## src/wchm_pkg.sv

```systemverilog
// shared constants, types and tables for the weighted circular heading mean
// no dependencies
package wchm_pkg;

    localparam int HistoryDepth = 8;
    localparam int SlotW = (HistoryDepth > 1) ? $clog2(HistoryDepth) : 1;
    localparam int WeightW = $clog2(HistoryDepth + 1);
    localparam int CordicIters = 16;
    localparam int IterW = 4;
    localparam int HeadW = 16;
    localparam int TrigW = 19;
    localparam int SumW = TrigW + WeightW + SlotW + 2;
    localparam int VecW = SumW + 12;
    localparam int AngW = 25;

    localparam logic [HeadW-1:0] CdFull = 16'd36000;
    localparam logic [HeadW-1:0] CdQuarter = 16'd9000;
    localparam logic signed [AngW-1:0] CdHalfScaled = 25'sd4608000;
    localparam logic signed [AngW-1:0] CdFullScaled = 25'sd9216000;
    localparam logic signed [TrigW-1:0] CordicK = 19'sd39797;

    typedef enum logic [2:0] {
        ST_IDLE,
        ST_CLEAR,
        ST_FETCH,
        ST_READ,
        ST_ROT,
        ST_ACC,
        ST_VEC,
        ST_DONE
    } state_t;

    function automatic logic signed [AngW-1:0] atan_entry(input logic [IterW-1:0] i);
        logic signed [AngW-1:0] v;
        unique case (i)
            4'd0: v = 25'sd1152000;
            4'd1: v = 25'sd680065;
            4'd2: v = 25'sd359328;
            4'd3: v = 25'sd182400;
            4'd4: v = 25'sd91554;
            4'd5: v = 25'sd45822;
            4'd6: v = 25'sd22916;
            4'd7: v = 25'sd11459;
            4'd8: v = 25'sd5730;
            4'd9: v = 25'sd2865;
            4'd10: v = 25'sd1432;
            4'd11: v = 25'sd716;
            4'd12: v = 25'sd358;
            4'd13: v = 25'sd179;
            4'd14: v = 25'sd90;
            default: v = 25'sd45;
        endcase
        return v;
    endfunction

endpackage

```

## src/weighted_circular_heading_mean.sv

```systemverilog
// weighted circular heading mean top level: history ram, cordic datapath, sequencer
// depends on wchm_pkg and wchm_ram
//
//  channel | dir | handshake               | payload
//  s_      | in  | s_tvalid / s_tready     | tdata[15:0] heading, tuser fix_valid
//  m_      | out | m_tvalid / m_tready     | tdata[15:0] smooth heading
//
// one request at a time; a fix request walks the 8 entries oldest first, each by
// address, load, 16 cordic steps and accumulate, then runs 16 atan2 steps and the
// finish cycle, which loads the output register; a zero vector sum skips the atan2 steps
// a no-fix request goes from acceptance straight to the finish cycle
// s_tready returns the cycle after finish; after reset a clearing pass writes zero to
// every ram entry, s_tready low
// a stalled result holds in the output register; the finish cycle waits until it frees
module weighted_circular_heading_mean
    import wchm_pkg::*;
(
    input  logic        aclk,
    input  logic        aresetn,
    input  logic        s_tvalid,
    output logic        s_tready,
    input  logic [15:0] s_tdata,   // heading_centideg [15:0]
    input  logic        s_tuser,   // fix_valid
    output logic        m_tvalid,
    input  logic        m_tready,
    output logic [15:0] m_tdata    // smooth_heading_centideg [15:0]
);
    state_t state_reg, state_next;
    logic [SlotW-1:0] slot_reg, slot_next;
    logic [SlotW-1:0] cnt_reg, cnt_next;
    logic [IterW-1:0] it_reg, it_next;
    logic signed [VecW-1:0] x_reg, x_next, y_reg, y_next;
    logic signed [AngW-1:0] z_reg, z_next;
    logic [1:0] quad_reg, quad_next;
    logic signed [SumW-1:0] sx_reg, sx_next, sy_reg, sy_next;
    logic [15:0] out_reg, out_next;
    logic ovalid_reg, ovalid_next;

    logic ram_we;
    logic [SlotW-1:0] ram_addr;
    logic [HeadW-1:0] ram_wdata, ram_rdata;

    wchm_ram #(.Width(HeadW), .Depth(HistoryDepth)) u_ram (
        .aclk(aclk), .we(ram_we), .addr(ram_addr), .wdata(ram_wdata), .rdata(ram_rdata)
    );

    logic accept;
    assign s_tready = (state_reg == ST_IDLE);
    assign accept = s_tvalid && s_tready;
    assign m_tvalid = ovalid_reg;
    assign m_tdata = out_reg;

    // angle reduction of the read entry
    logic [HeadW-1:0] a_mod, a_rem;
    logic [1:0] a_q;
    always_comb begin
        a_mod = (ram_rdata >= CdFull) ? ram_rdata - CdFull : ram_rdata;
        a_q = 2'd0;
        a_rem = a_mod;
        if (a_mod >= 3 * CdQuarter) begin
            a_q = 2'd3; a_rem = a_mod - 16'(3 * CdQuarter);
        end else if (a_mod >= 2 * CdQuarter) begin
            a_q = 2'd2; a_rem = a_mod - 16'(2 * CdQuarter);
        end else if (a_mod >= CdQuarter) begin
            a_q = 2'd1; a_rem = a_mod - CdQuarter;
        end
    end

    // shared cordic step
    logic signed [VecW-1:0] xs, ys;
    logic signed [AngW-1:0] at;
    logic rot_dir;
    assign xs = x_reg >>> it_reg;
    assign ys = y_reg >>> it_reg;
    assign at = atan_entry(it_reg);
    assign rot_dir = (state_reg == ST_ROT) ? (z_reg >= 0) : (y_reg <= 0);

    logic [SlotW-1:0] cnt_inc, oldest_idx;
    logic [WeightW-1:0] weight;
    logic signed [TrigW-1:0] cq, sq, xt, yt;
    logic signed [SumW-1:0] wc, ws;
    logic signed [AngW-1:0] zr;
    logic signed [AngW-1:0] zw;
    logic vec_zero;

    always_comb begin
        cnt_inc = (cnt_reg == SlotW'(HistoryDepth - 1)) ? '0 : cnt_reg + 1'b1;
        // ram index read for step cnt: oldest first, weight cnt+1
        oldest_idx = slot_reg;
        xt = x_reg[TrigW-1:0];
        yt = y_reg[TrigW-1:0];
        case (quad_reg)
            2'd0: begin cq = xt; sq = yt; end
            2'd1: begin cq = -yt; sq = xt; end
            2'd2: begin cq = -xt; sq = -yt; end
            default: begin cq = yt; sq = -xt; end
        endcase
        weight = WeightW'(cnt_reg) + 1'b1;
        wc = SumW'(cq) * $signed({1'b0, weight});
        ws = SumW'(sq) * $signed({1'b0, weight});
        zr = (z_reg + 25'sd128) >>> 8;
        zw = zr;
        if (zr < 0) zw = zr + 25'sd36000;
        else if (zr >= 25'sd36000) zw = zr - 25'sd36000;
        vec_zero = (sx_reg == 0) && (sy_reg == 0);
    end

    always_comb begin
        state_next = state_reg;
        unique case (state_reg)
            ST_CLEAR: if (cnt_reg == SlotW'(HistoryDepth - 1)) state_next = ST_IDLE;
            ST_IDLE: if (accept) state_next = s_tuser ? ST_FETCH : ST_DONE;
            ST_FETCH: state_next = ST_READ;
            ST_READ: state_next = ST_ROT;
            ST_ROT: if (it_reg == IterW'(CordicIters - 1)) state_next = ST_ACC;
            ST_ACC: state_next = (cnt_reg == SlotW'(HistoryDepth - 1)) ? ST_VEC : ST_FETCH;
            ST_VEC: if (vec_zero || it_reg == IterW'(CordicIters - 1)) state_next = ST_DONE;
            ST_DONE: if (!ovalid_reg || m_tready) state_next = ST_IDLE;
            default: state_next = ST_IDLE;
        endcase
    end

    always_comb begin
        slot_next = slot_reg;
        cnt_next = cnt_reg;
        it_next = it_reg;
        x_next = x_reg;
        y_next = y_reg;
        z_next = z_reg;
        quad_next = quad_reg;
        sx_next = sx_reg;
        sy_next = sy_reg;
        out_next = out_reg;
        ovalid_next = ovalid_reg && !m_tready;
        ram_we = 1'b0;
        ram_addr = cnt_reg + oldest_idx;
        ram_wdata = s_tdata;
        unique case (state_reg)
            ST_CLEAR: begin
                ram_we = 1'b1;
                ram_addr = cnt_reg;
                ram_wdata = '0;
                cnt_next = cnt_inc;
            end
            ST_IDLE: begin
                ram_addr = slot_reg;
                cnt_next = '0;
                sx_next = '0;
                sy_next = '0;
                if (accept && s_tuser) begin
                    ram_we = 1'b1;
                    slot_next = (slot_reg == SlotW'(HistoryDepth - 1)) ? '0 : slot_reg + 1'b1;
                end
            end
            ST_FETCH: ;
            ST_READ: ;
            ST_ROT: begin
                x_next = rot_dir ? x_reg - ys : x_reg + ys;
                y_next = rot_dir ? y_reg + xs : y_reg - xs;
                z_next = rot_dir ? z_reg - at : z_reg + at;
                it_next = it_reg + 1'b1;
            end
            ST_ACC: begin
                sx_next = sx_reg + wc;
                sy_next = sy_reg + ws;
                cnt_next = cnt_inc;
                it_next = '0;
                if (cnt_reg == SlotW'(HistoryDepth - 1)) begin
                    x_next = VecW'(sx_reg + wc) <<< 8;
                    y_next = VecW'(sy_reg + ws) <<< 8;
                    z_next = '0;
                    if (sx_reg + wc < 0) begin
                        x_next = -(VecW'(sx_reg + wc) <<< 8);
                        y_next = -(VecW'(sy_reg + ws) <<< 8);
                        z_next = CdHalfScaled;
                    end
                    sx_next = sx_reg + wc;
                end
            end
            ST_VEC: begin
                if (!vec_zero) begin
                    x_next = rot_dir ? x_reg - ys : x_reg + ys;
                    y_next = rot_dir ? y_reg + xs : y_reg - xs;
                    z_next = rot_dir ? z_reg - at : z_reg + at;
                    it_next = it_reg + 1'b1;
                end
            end
            ST_DONE: begin
                if (!ovalid_reg || m_tready) begin
                    ovalid_next = 1'b1;
                    out_next = vec_zero ? '0 : zw[15:0];
                end
            end
            default: ;
        endcase
        // entering rotation: load start vector from the registered read
        if (state_reg == ST_READ) begin
            x_next = VecW'(CordicK);
            y_next = '0;
            z_next = AngW'({a_rem, 8'd0});
            quad_next = a_q;
            it_next = '0;
        end
    end

    always_ff @(posedge aclk) begin
        if (!aresetn) begin
            state_reg <= ST_CLEAR;
            slot_reg <= '0;
            cnt_reg <= '0;
            ovalid_reg <= 1'b0;
            it_reg <= '0;
        end else begin
            state_reg <= state_next;
            slot_reg <= slot_next;
            cnt_reg <= cnt_next;
            ovalid_reg <= ovalid_next;
            it_reg <= it_next;
        end
        x_reg <= x_next;
        y_reg <= y_next;
        z_reg <= z_next;
        quad_reg <= quad_next;
        sx_reg <= sx_next;
        sy_reg <= sy_next;
        out_reg <= out_next;
    end
endmodule

```

## src/wchm_ram.sv

```systemverilog
// generic single port ram with registered read
// no dependencies
module wchm_ram #(
    parameter int Width = 16,
    parameter int Depth = 8
) (
    input  logic                     aclk,
    input  logic                     we,
    input  logic [$clog2(Depth)-1:0] addr,
    input  logic [Width-1:0]         wdata,
    output logic [Width-1:0]         rdata
);
    logic [Width-1:0] mem [Depth];

    always_ff @(posedge aclk) begin
        if (we) begin
            mem[addr] <= wdata;
        end
        rdata <= mem[addr];
    end
endmodule

```

## config.mk

```make
export PLATFORM = sky130hd
export DESIGN_NAME = weighted_circular_heading_mean
export DESIGN_NICKNAME = d
export VERILOG_FILES = /design/src/wchm_pkg.sv /design/src/weighted_circular_heading_mean.sv /design/src/wchm_ram.sv
export SDC_FILE = /design/constraint.sdc
export NUM_CORES = 2
export LEC_CHECK = 0
export BUFFER_PORTS_ARGS = -buffer_cell sky130_fd_sc_hd__clkbuf_2
export CORE_AREA = 2 2 307 309
export DETAILED_ROUTE_END_ITERATION = 8
export DIE_AREA = 0 0 309 311
export GPL_TIMING_DRIVEN = 0
export MAX_ROUTING_LAYER = met4
export PLACE_DENSITY = 0.55
export SYNTH_ARGS = -nofsm -noshare
export SYNTH_HDL_FRONTEND = slang
export SYNTH_SLANG_ARGS = --single-unit
```

## constraint.sdc

```tcl
create_clock -name aclk -period 14.9 [get_ports aclk]
set_clock_uncertainty 0.15 [all_clocks]
set_input_delay 0.745 -clock aclk [delete_from_list [all_inputs] [get_ports aclk]]
set_output_delay 0.745 -clock aclk [all_outputs]
set_load 0.05 [all_outputs]
```

==> results.cfg <==
[setup_path]
critPathCaptureType = flop
rr_endpoint = y_reg[39]
r2r_cells = 34
required_ps = 15100
setup.worst_path.end = y_reg[39]
r2r_setup_slack_ps = 3180
cp_num_cells = 34
crit_top_cell = o21ai_0
startpoint = quad_reg[0]
critical_path_class = reg -> reg
critical_path_arrival_ps = 11920
r2r-start = quad_reg[0]
cpPeakStageDelay_ps = 680
path_buf_inv = 6
crit_fanout = 10
crit_path_start_kind = flop
critPathTopFamily = compound AO/OA/AOI/OAI gates
critPathSlowestCell = nor4b_1

[route]
dr.pass1.iters = 6
wire_per_inst_um = 24.5
dr.first_iter.drc_count = 3476
num_vias = 35413
drc_errors = 0
drt-total-wl_mm = 143
ant_nets = 0
vias_per_cell = 6.05

[placed_design]
hpwl_mm = 113
gp_congestion = 0.979
port_buffers = 38

[final_layout]
multi_input_area_um2 = 27500
regArea_um2 = 9350
largest_reg_flops = 128
nFillCells = 9308
area_growth_pct = 9.12
mostFrequentLayoutCells = nand2_1, nor2_1, a21oi_1
final_common_cell = nand2_1
drive_above_1_share = 0.0861
final_nets = 4945

[synthesis]
synth_flop_cell = edfxtp_1
syn_area_um2 = 38800
ys_ff_latch = 358
yosysWarnings = 0
async_flop_share = 0
synth.yosys.seq_area_share = 0.241
synth_nets = 4845
synthCells = 4460
ys_types = 100
syn_avg_cell_area_um2 = 8.69
synth-edff-count = 218

[sta]
final-setup-viol-count = 0
finalHoldViolations = 0
finalMaxSlewViolations = 0
worstMarginPinSlew_ps = 1300
tns_ps = 0
slew_headroom = 0.132
rsz0062_at_grt = no
period_minus_slack_ps = 11720
max_freq_mhz = 85.3
timing.final.crit_share = 0.787

[die]
core_area_um2 = 92800
io_pins = 39
initial_core_util = 0.418
dieArea_um2 = 96100
die_h_um = 311
die_x_um = 309
num_rows = 112

[run_status]
status = complete, no violations

[clock_tree]
clockBufferDepth = 3
clkLatencyLatePin_ps = 610
clkTransAtPathRegs_ps = 60
h-tree-depth = 2
cts_setup_buffers = 0
cts_tree = built
cts_hold_buffers = 0
cts_root_buf = clkbuf_16
cts_made_buffers = 46
cts_resized = 0
cts.sinks = 358

[global_routing]
overflow = 0
grt_pass1_vias = 33453
antenna_found_initial = 4
grt_pass1_wl_mm = 213
grt_usage = 0.300
grt_max_degree = 57

[run]
max_cap_violations = 0

[worst_hold_path]
holdCritPathClass = reg -> reg
## area by class of cell
type                       count  share of cell area
multi-input combinational   3596               0.650
sequential                   358               0.221
tap                         1254              0.0371
clock buffer                  70              0.0319
inverter                     276              0.0245
buffer                       230              0.0223
timing repair buffer          52             0.00816
clock inverter                16             0.00506
antenna                        1           0.0000591
## worst min path at each step
stage | startpoint | endpoint | slack [ps] | cells after the start
6_report | z_reg[6] | z_reg[6] | 310 | 2
2_1_floorplan | z_reg[6] | z_reg[6] | 280 | 2
4_1_cts | z_reg[6] | z_reg[6] | 310 | 2
5_1_grt | z_reg[6] | z_reg[6] | 340 | 2
3_5_place_dp | z_reg[6] | z_reg[6] | 300 | 2
3_3_place_gp | z_reg[0] | z_reg[0] | 300 | 2
## worst register-to-register path, delay by kind of cell, from the launching register on
family | cells | cell delay (ps)
AOI/OAI and AO/OA | 16 | 4910
xor gates and xnor gates | 1 | 670
adders and majority gates | 5 | 2130
buffers and inverters | 6 | 1780
DFF | 1 | 540
and+or+nand+nor | 6 | 1310
## kinds of logic after synthesis
group	share of synthesized area
muxes	0.106
xor gates and xnor gates	0.0912
DFF	0.241
buffers and inverters	0.0511
adders and majority gates	0.134
AOI/OAI and AO/OA	0.191
and+or+nand+nor	0.185
## stage by stage
step | instances | util | setup WS, ps | area, um^2 | hold WS (ps)
3_5_place_dp | 5765 | 0.439 | 3300 | 40700 | 303
2_1_floorplan | 4460 | - | 6240 | 38800 | 282
5_1_grt | 5853 | 0.456 | 2200 | 42300 | 342
3_3_place_gp | 5752 | 0.437 | 3130 | 40500 | 301
4_1_cts | 5851 | 0.456 | 3270 | 42300 | 315
6_report | 5853 | 0.456 | 3180 | 42300 | 311
## cell usage after synthesis (43+ instances only)
library cell | n | area, um^2
clkbuf_1 | 178 | 668
mux2i_1 | 65 | 651
inv_1 | 272 | 1020
fa_1 | 84 | 1680
dfxtp_1 | 140 | 2800
and2_1 | 129 | 807
o21a_1 | 43 | 323
o211ai_1 | 49 | 368
xnor2_1 | 244 | 2140
nand3_1 | 95 | 475
nand2_1 | 343 | 1290
a31oi_1 | 56 | 350
xor2_1 | 160 | 1400
a21o_1 | 96 | 721
nor2_1 | 338 | 1270
a211oi_1 | 48 | 360
o21ai_0 | 260 | 1300
mux2_2 | 57 | 642
edfxtp_1 | 218 | 6550
ha_1 | 280 | 3500
and3_1 | 46 | 288
a21oi_1 | 289 | 1450
mux4_2 | 123 | 2770
nand2b_1 | 84 | 526
nor3_1 | 116 | 581
nor2b_1 | 78 | 488
## metal layers
| metal | share of wire | track usage | vias to the layer above |
|---|---|---|---|
| met5 | 0 | - | - |
| met4 | 0.038 | 0.0979 | 0 |
| met3 | 0.071 | 0.0417 | 281 |
| met2 | 0.46 | 0.475 | 1453 |
| met1 | 0.43 | 0.395 | 17183 |
| li1 | - | - | 16496 |
Power is not shown: default switching activity piles up to over one toggle a cycle in this logic, so the estimate is an artifact.
